<file path="src/sv/ehp_pkg.sv">
// Shared types, constants and helper functions for the ELF header field parser.
`default_nettype none

package ehp_pkg;

  localparam int unsigned PosW        = 7;
  localparam int unsigned MinHdrBytes = 52;
  localparam int unsigned Hdr32Bytes  = 52;
  localparam int unsigned Hdr64Bytes  = 64;
  localparam int unsigned TypeOffset  = 16;
  localparam int unsigned MachOffset  = 18;
  localparam int unsigned EntryOffset = 24;
  localparam int unsigned OutDataW    = 128;

  localparam logic [7:0] ClassElf32 = 8'd1;
  localparam logic [7:0] EncBig     = 8'd2;

  typedef enum logic [1:0] {
    ERR_NONE      = 2'd0,
    ERR_TOO_SMALL = 2'd1,
    ERR_MAGIC     = 2'd2,
    ERR_TRUNCATED = 2'd3
  } err_e;

  // Snapshot of the captured header handed from the capture stage to the formatter.
  typedef struct packed {
    logic        emit;
    err_e        err;
    logic [7:0]  class_byte;
    logic [7:0]  enc_byte;
    logic [7:0]  ver_byte;
    logic [15:0] type_bytes;
    logic [15:0] mach_bytes;
    logic [63:0] entry_bytes;
  } cap_t;

  typedef struct packed {
    logic [63:0] entry_address;
    logic [15:0] machine_code;
    logic [15:0] object_type;
    logic [7:0]  ident_version;
    logic [7:0]  data_encoding;
    logic [7:0]  file_class;
    err_e        error_code;
    logic        header_valid;
  } result_t;

  function automatic logic [7:0] magic_byte(input logic [1:0] idx);
    logic [7:0] m;
    unique case (idx)
      2'd0:    m = 8'h7F;
      2'd1:    m = 8'h45;
      2'd2:    m = 8'h4C;
      default: m = 8'h46;
    endcase
    return m;
  endfunction

  function automatic logic [63:0] swap64(input logic [63:0] v);
    logic [63:0] r;
    for (int i = 0; i < 8; i++) begin
      r[8*i +: 8] = v[8*(7-i) +: 8];
    end
    return r;
  endfunction

  function automatic logic [31:0] swap32(input logic [31:0] v);
    return {v[7:0], v[15:8], v[23:16], v[31:24]};
  endfunction

  function automatic logic [15:0] swap16(input logic [15:0] v);
    return {v[7:0], v[15:8]};
  endfunction

endpackage

`default_nettype wire

</file>
<file path="src/sv/ehp_capture.sv">
// Byte counter, magic check and header field capture for the ELF header parser.
`default_nettype none

module ehp_capture import ehp_pkg::*; (
  input  wire logic       clk_i,
  input  wire logic       rst_ni,
  input  wire logic       take_i,
  input  wire logic [7:0] byte_i,
  input  wire logic       last_i,
  output cap_t            cap_o
);

  logic [PosW-1:0] pos_q, pos_d;
  logic            magic_ok_q, magic_ok_d;
  logic [7:0]      class_q, class_d;
  logic [7:0]      enc_q, enc_d;
  logic [7:0]      ver_q, ver_d;
  logic [15:0]     type_q, type_d;
  logic [15:0]     mach_q, mach_d;
  logic [63:0]     entry_q, entry_d;
  logic            given_q, given_d;

  logic [PosW-1:0] count;
  logic [PosW-1:0] hdr_len;
  logic            done;
  logic            emit;
  err_e            err;

  always_comb begin
    magic_ok_d = magic_ok_q;
    class_d    = class_q;
    enc_d      = enc_q;
    ver_d      = ver_q;
    type_d     = type_q;
    mach_d     = mach_q;
    entry_d    = entry_q;

    if (!given_q) begin
      if (pos_q < PosW'(4)) begin
        if (byte_i != magic_byte(pos_q[1:0])) begin
          magic_ok_d = 1'b0;
        end
      end else if (pos_q == PosW'(4)) begin
        class_d = byte_i;
      end else if (pos_q == PosW'(5)) begin
        enc_d = byte_i;
      end else if (pos_q == PosW'(6)) begin
        ver_d = byte_i;
      end else if (pos_q == PosW'(TypeOffset)) begin
        type_d[7:0] = byte_i;
      end else if (pos_q == PosW'(TypeOffset + 1)) begin
        type_d[15:8] = byte_i;
      end else if (pos_q == PosW'(MachOffset)) begin
        mach_d[7:0] = byte_i;
      end else if (pos_q == PosW'(MachOffset + 1)) begin
        mach_d[15:8] = byte_i;
      end else if (pos_q >= PosW'(EntryOffset) && pos_q < PosW'(EntryOffset + 8)) begin
        entry_d[8*pos_q[2:0] +: 8] = byte_i;
      end
    end

    count   = pos_q + PosW'(1);
    hdr_len = (class_d == ClassElf32) ? PosW'(Hdr32Bytes) : PosW'(Hdr64Bytes);
    done    = (count >= hdr_len);
    emit    = !given_q && (done || last_i);

    if (count < PosW'(MinHdrBytes)) begin
      err = ERR_TOO_SMALL;
    end else if (!magic_ok_d) begin
      err = ERR_MAGIC;
    end else if (!done) begin
      err = ERR_TRUNCATED;
    end else begin
      err = ERR_NONE;
    end

    pos_d   = given_q ? pos_q : count;
    given_d = given_q || emit;
  end

  // The last byte of a file rearms the parser for the next one.
  always_ff @(posedge clk_i or negedge rst_ni) begin
    if (!rst_ni) begin
      pos_q      <= '0;
      magic_ok_q <= 1'b1;
      class_q    <= '0;
      enc_q      <= '0;
      ver_q      <= '0;
      type_q     <= '0;
      mach_q     <= '0;
      entry_q    <= '0;
      given_q    <= 1'b0;
    end else if (take_i) begin
      if (last_i) begin
        pos_q      <= '0;
        magic_ok_q <= 1'b1;
        class_q    <= '0;
        enc_q      <= '0;
        ver_q      <= '0;
        type_q     <= '0;
        mach_q     <= '0;
        entry_q    <= '0;
        given_q    <= 1'b0;
      end else begin
        pos_q      <= pos_d;
        magic_ok_q <= magic_ok_d;
        class_q    <= class_d;
        enc_q      <= enc_d;
        ver_q      <= ver_d;
        type_q     <= type_d;
        mach_q     <= mach_d;
        entry_q    <= entry_d;
        given_q    <= given_d;
      end
    end
  end

  assign cap_o.emit        = take_i && emit;
  assign cap_o.err         = err;
  assign cap_o.class_byte  = class_d;
  assign cap_o.enc_byte    = enc_d;
  assign cap_o.ver_byte    = ver_d;
  assign cap_o.type_bytes  = type_d;
  assign cap_o.mach_bytes  = mach_d;
  assign cap_o.entry_bytes = entry_d;

endmodule

`default_nettype wire

</file>
<file path="src/sv/ehp_format.sv">
// Byte-order correction and error masking of the captured header fields.
`default_nettype none

module ehp_format import ehp_pkg::*; (
  input  cap_t    cap_i,
  output result_t res_o
);

  logic        big;
  logic        is32;
  logic [63:0] entry;

  always_comb begin
    big  = (cap_i.enc_byte == EncBig);
    is32 = (cap_i.class_byte == ClassElf32);
    if (is32) begin
      entry = {32'd0, big ? swap32(cap_i.entry_bytes[31:0]) : cap_i.entry_bytes[31:0]};
    end else begin
      entry = big ? swap64(cap_i.entry_bytes) : cap_i.entry_bytes;
    end

    res_o            = '0;
    res_o.error_code = cap_i.err;
    if (cap_i.err == ERR_NONE) begin
      res_o.header_valid  = 1'b1;
      res_o.file_class    = cap_i.class_byte;
      res_o.data_encoding = cap_i.enc_byte;
      res_o.ident_version = cap_i.ver_byte;
      res_o.object_type   = big ? swap16(cap_i.type_bytes) : cap_i.type_bytes;
      res_o.machine_code  = big ? swap16(cap_i.mach_bytes) : cap_i.mach_bytes;
      res_o.entry_address = entry;
    end
  end

endmodule

`default_nettype wire

</file>
<file path="src/sv/elf_header_field_parser.sv">
// Top level of the ELF header field parser: byte stream in, one header result out.
//
//   Channel   Direction  Fields (lowest bit first)
//   s_axis    in         tdata: data_byte; tlast: last_byte
//   m_axis    out        tdata: header_valid, error_code, file_class, data_encoding,
//                               ident_version, object_type, machine_code, entry_address
//
// One byte is taken per cycle; a result appears in the cycle after the byte that completes
// the header or ends a stream before that has been taken. While a result waits and m_axis_tready is
// low, the input is held off; a byte is still taken in a cycle in which the waiting result
// is taken. Reset clears the byte count, the captured fields and the result register.
`default_nettype none

module elf_header_field_parser import ehp_pkg::*; (
  input  wire logic                clk_i,
  input  wire logic                rst_ni,
  input  wire logic                s_axis_tvalid_i,
  output logic                     s_axis_tready_o,
  input  wire logic [7:0]          s_axis_tdata_i,   // data_byte
  input  wire logic                s_axis_tlast_i,   // last_byte
  output logic                     m_axis_tvalid_o,
  input  wire logic                m_axis_tready_i,
  output logic [OutDataW-1:0]      m_axis_tdata_o    // header_valid, error_code, file_class,
                                                     // data_encoding, ident_version,
                                                     // object_type, machine_code,
                                                     // entry_address, zero padding
);

  logic    take;
  cap_t    cap;
  result_t res;
  result_t res_q;
  logic    out_valid_q, out_valid_d;

  assign s_axis_tready_o = !out_valid_q || m_axis_tready_i;
  assign take            = s_axis_tvalid_i && s_axis_tready_o;

  ehp_capture u_capture (
    .clk_i  (clk_i),
    .rst_ni (rst_ni),
    .take_i (take),
    .byte_i (s_axis_tdata_i),
    .last_i (s_axis_tlast_i),
    .cap_o  (cap)
  );

  ehp_format u_format (
    .cap_i (cap),
    .res_o (res)
  );

  always_comb begin
    out_valid_d = out_valid_q;
    if (m_axis_tready_i) begin
      out_valid_d = 1'b0;
    end
    if (cap.emit) begin
      out_valid_d = 1'b1;
    end
  end

  always_ff @(posedge clk_i or negedge rst_ni) begin
    if (!rst_ni) begin
      out_valid_q <= 1'b0;
      res_q       <= '0;
    end else begin
      out_valid_q <= out_valid_d;
      if (cap.emit) begin
        res_q <= res;
      end
    end
  end

  assign m_axis_tvalid_o = out_valid_q;
  assign m_axis_tdata_o  = {(OutDataW - $bits(result_t))'(0), res_q};

endmodule

`default_nettype wire
</file>
<file path="config.mk">
export PLATFORM = sky130hd
export DESIGN_NAME = elf_header_field_parser
export DESIGN_NICKNAME = d
export VERILOG_FILES = /design/src/sv/ehp_pkg.sv /design/src/sv/ehp_capture.sv /design/src/sv/ehp_format.sv /design/src/sv/elf_header_field_parser.sv
export SDC_FILE = /design/constraint.sdc
export NUM_CORES = 1
export LEC_CHECK = 0
export BUFFER_PORTS_ARGS = -buffer_cell sky130_fd_sc_hd__buf_4
export CORE_MARGIN = 5
export CORE_UTILIZATION = 40
export CTS_BUF_LIST = sky130_fd_sc_hd__clkbuf_8
export DETAILED_ROUTE_END_ITERATION = 10
export PLACE_DENSITY = 0.61
export SYNTH_ARGS = -nofsm -noshare
export SYNTH_HDL_FRONTEND = slang
export SYNTH_HIERARCHICAL = 1
export SYNTH_SLANG_ARGS = --single-unit
</file>
<file path="constraint.sdc">
create_clock -name clk_i -period 5.5 [get_ports clk_i]
set_clock_uncertainty 0.05 [all_clocks]
set_input_delay 1.1 -clock clk_i [delete_from_list [all_inputs] [get_ports clk_i]]
set_output_delay 1.1 -clock clk_i [all_outputs]
set_load 0.1 [all_outputs]
</file>
==> impl_metrics.env <==
export IMPL_drc_errors=0
export IMPL_fmax_achieved_mhz=220
export IMPL_cts_hold_buffers=0
export IMPL_syn_avg_cell_area_sq_um=10.2
export IMPL_number_of_antenna_violations_at_the_first_check_in_global_routing=0
export IMPL_post_synth_top_area_cell="dfrtp_1"
export IMPL_postPlaceCellArea_sq_um=16000
export IMPL_worst_skew_pair_late_latency_ns=0.61
export IMPL_floorplan_io_pins=143
export IMPL_synth_async_reset_ratio=1.00
export IMPL_ys_seq_area_frac=0.423
export IMPL_detail_route_iter0_violations=1284
export IMPL_floorplan_core_area_sq_um=36800
export IMPL_root_buffer="clkbuf_8"
export IMPL_synthXorXnorAreaFrac=0.00527
export IMPL_port_buffer_count=137
export IMPL_period_share=0.825
export IMPL_synth_adder_area_share=0.0109
export IMPL_post_synth_num_cell_types=69
export IMPL_worst_ir_drop_vdd_v=0.000368
export IMPL_power_static_leakage_nw=7.32
export IMPL_vias_in_the_first_global_route=12200
export IMPL_synthDominantCellAreaShare=0.421
export IMPL_grt_ovfl_total=0
export IMPL_max_slew_worst_pin_slew_ns=0.922
export IMPL_cts_tree="yes"
export IMPL_floorplan_die_height_microns=203
export IMPL_layout_area_overhead_vs_synth_pct=13.6
export IMPL_cp_data_required_time_ns=5.99
export IMPL_slew_violations=0
export IMPL_die_boundary_width_microns=203
export IMPL_multiInputGateArea_sq_um=7740
export IMPL_post_detailed_routing_wire_length_microns=44800
export IMPL_post_synth_instance_area_sq_um=15000
export IMPL_cts_resized=0
export IMPL_fill_cells=3501
export IMPL_fin_area_sq_um=17000
export IMPL_cp_data_arrival_time_ns=5.03
export IMPL_design_power_total_mw=5.24
export IMPL_routedWlPerCell_microns=22.1
export IMPL_diodes=0
export IMPL_synth_cells=1462
export IMPL_dominant_combinational_cell_family_by_area_after_synthesis="compound AO/OA/AOI/OAI gates"
export IMPL_timing_setup_tns_ns=0
export IMPL_initial_utilization=0.407
export IMPL_share_of_the_synthesized_area_in_compound_gates_ao_oa_aoi_oai=0.202
export IMPL_post_drt_via_cell_ratio=6.04
export IMPL_finish_net_count=1553
export IMPL_numClockSinks=253
export IMPL_groute_usage_overall=0.212
export IMPL_timing_max_cap_violations=0
export IMPL_timing_critical_path_fanout_max=32
export IMPL_detailroute_via_count=12300
export IMPL_tightest_hold_check_type="reg -> reg"
export IMPL_postCtsSetupBuffers=0
export IMPL_r2r_setup_slack_ns=0.96
export IMPL_timing_worst_setup_path_type="reg -> reg"
export IMPL_place_congestion=0.819
export IMPL_setup_viol_count_final=0
export IMPL_crit_path_start_kind="register"
export IMPL_route_antenna_remaining_nets=0
export IMPL_postSynthRegisterBits=253
export IMPL_cts_path_max_buffers=3
export IMPL_synth_edff_count=0
export IMPL_setup_worst_path_end_class="register"
export IMPL_die_area_sq_um=41400
export IMPL_grt_first_pass_wirelength_microns=70900
export IMPL_drtPass1Iterations=9
export IMPL_dp_final_hpwl_microns=29100
export IMPL_share_of_synthesized_area_spent_on_multiplexers=0.155
export IMPL_post_route_cells_drive_above_1_share=0.304
export IMPL_synthesis_yosys_warnings=6
export IMPL_powerDensity_nw_per_um2=308
export IMPL_finalWorstPathRequiredPeriod_ns=4.54
export IMPL_num_rows=70
export IMPL_maximum_number_of_pins_on_one_net_before_global_route_repair=106
export IMPL_final_seq_area_sq_um=6330
export IMPL_yosys_area_share_simple=0.140
export IMPL_cts_inserted_buffers=47
export IMPL_timing_slew_headroom=0.383
export IMPL_ctsHtreeMaxLevel=2
export IMPL_rsz0062_at_grt="no"
export IMPL_status="finished clean"
export IMPL_synthFlopType="dfrtp_1"
export IMPL_hold_viol_final=0
export IMPL_clk_pin_slew_worst_paths_ns=0.07
export IMPL_post_synth_main_area_contributors="dfrtp_1, mux2_2, mux2_4, nand3_1, o2bb2ai_1"
## cell families (layout without fill, tap and decap cells)
kind of cell,after synthesis,count (layout)
muxes,185,185
other,1,5
adders and majority gates,13,13
AOI/OAI and AO/OA,457,457
and+or+nand+nor,367,367
buffers and inverters,177,272
xor gates and xnor gates,9,9
DFF,253,253
## state kept, by name, summed over array words and instances, names as in the netlist
name	cells
u_capture/type_q	16
u_capture/mach_q	16
u_capture/ver_q	8
m_axis_tvalid_o	1
u_capture/pos_q	7
u_capture/magic_ok_q	1
u_capture/entry_q	64
u_capture/class_q	8
u_capture/enc_q	8
u_capture/given_q	1
m_axis_tdata_o	123
## where the power goes
part | internal, mW | total (mW) | switching [mW]
Combinational | 0.377 | 1.33 | 0.958
Sequential | 1.95 | 2.02 | 0.0704
Clock | 1.05 | 1.88 | 0.836
## metal layers
layer / global-route usage / vias to the layer above / share of wire
li1: - / 5549 / -
met1: 0.283 / 6121 / 0.43
met2: 0.348 / 494 / 0.48
met3: 0.0394 / 90 / 0.063
met4: 0.0732 / 0 / 0.031
met5: 0 / - / 0
## worst max-delay path, stage by stage, from the launching register on
cell and delay [ns]:
dfrtp_1 0.55, nor4_4 0.53, and3_1 0.48, and3_1 0.25, a31oi_1 0.07, ha_1 0.32, o211ai_1 0.10, a21oi_1 0.18
a211oi_1 0.07, buf_4 0.15, a21o_1 0.18, or2_2 0.28, inv_1 0.48, o21ai_2 0.10, buf_4 0.26, a21oi_1 0.22
mux2_4 0.17
## metrics by stage
| step | hold WS (ns) | utilization | setup slack [ns] | instances |
|---|---|---|---|---|
| CTS | 0.432 | 0.462 | 0.992 | 2029 |
| detailed placement | 0.418 | 0.436 | 0.615 | 1946 |
| floorplan | 0.394 | - | 1.54 | 1466 |
| finish | 0.430 | 0.462 | 0.961 | 2029 |
| global route | 0.446 | 0.462 | 0.660 | 2029 |
| global placement | 0.410 | 0.436 | 0.734 | 1946 |
## final timing paths
check	startpoint	to	cells after the start
setup / recovery	u_capture/pos_q[4]$_DFFE_PN0P_	m_axis_tdata_o[103]$_DFFE_PN0P_	16
hold / removal	u_capture/mach_q[13]$_DFFE_PN0P_	u_capture/mach_q[13]$_DFFE_PN0P_	2
setup reg to reg	u_capture/pos_q[4]$_DFFE_PN0P_	m_axis_tdata_o[103]$_DFFE_PN0P_	16
hold reg to reg	u_capture/mach_q[13]$_DFFE_PN0P_	u_capture/mach_q[13]$_DFFE_PN0P_	2
max in group asynchronous	rst_ni	m_axis_tdata_o[122]$_DFFE_PN0P_	2
min in group asynchronous	rst_ni	m_axis_tdata_o[71]$_DFFE_PN0P_	1
## synthesized netlist by cell type, drive strengths merged, types with 3 or more instances
cell	count
buf	83
xnor2	5
nor2	19
a22oi	26
and2	26
nor3b	3
o2bb2ai	59
a21o	5
nor4b	6
dfrtp	252
and3	16
ha	13
a32o	25
nand2	120
nor3	6
clkbuf	67
o31ai	4
nand3	140
nand2b	4
a22o	25
nor4	9
a211oi	3
a21oi	101
inv	27
a311oi	32
nand4	5
mux2	185
o21ai	171
xor2	4
## cells in the final DEF, fill, tap and decap left out, types with 15 or more instances in the layout
cell type / instances
a32o_1: 25
dfrtp_1: 252
mux2_4: 63
a22oi_1: 26
and2_1: 26
nand2_1: 116
inv_1: 41
o21ai_2: 16
o21ai_1: 53
mux2_2: 122
a22o_1: 25
clkbuf_8: 62
buf_4: 157
a21oi_1: 101
and3_1: 15
o2bb2ai_1: 59
o21ai_0: 102
a311oi_1: 32
nand3_1: 136
## layout make-up
cell class	instances	share of cell area
Inverter	27	0.00596
Timing Repair Buffer	162	0.0749
Sequential cell	253	0.372
Multi-Input combinational cell	1036	0.455
Tap cell	468	0.0344
Clock buffer	62	0.0502
Clock inverter	21	0.00662
No activity file was read; power rests on OpenSTA's default activity.
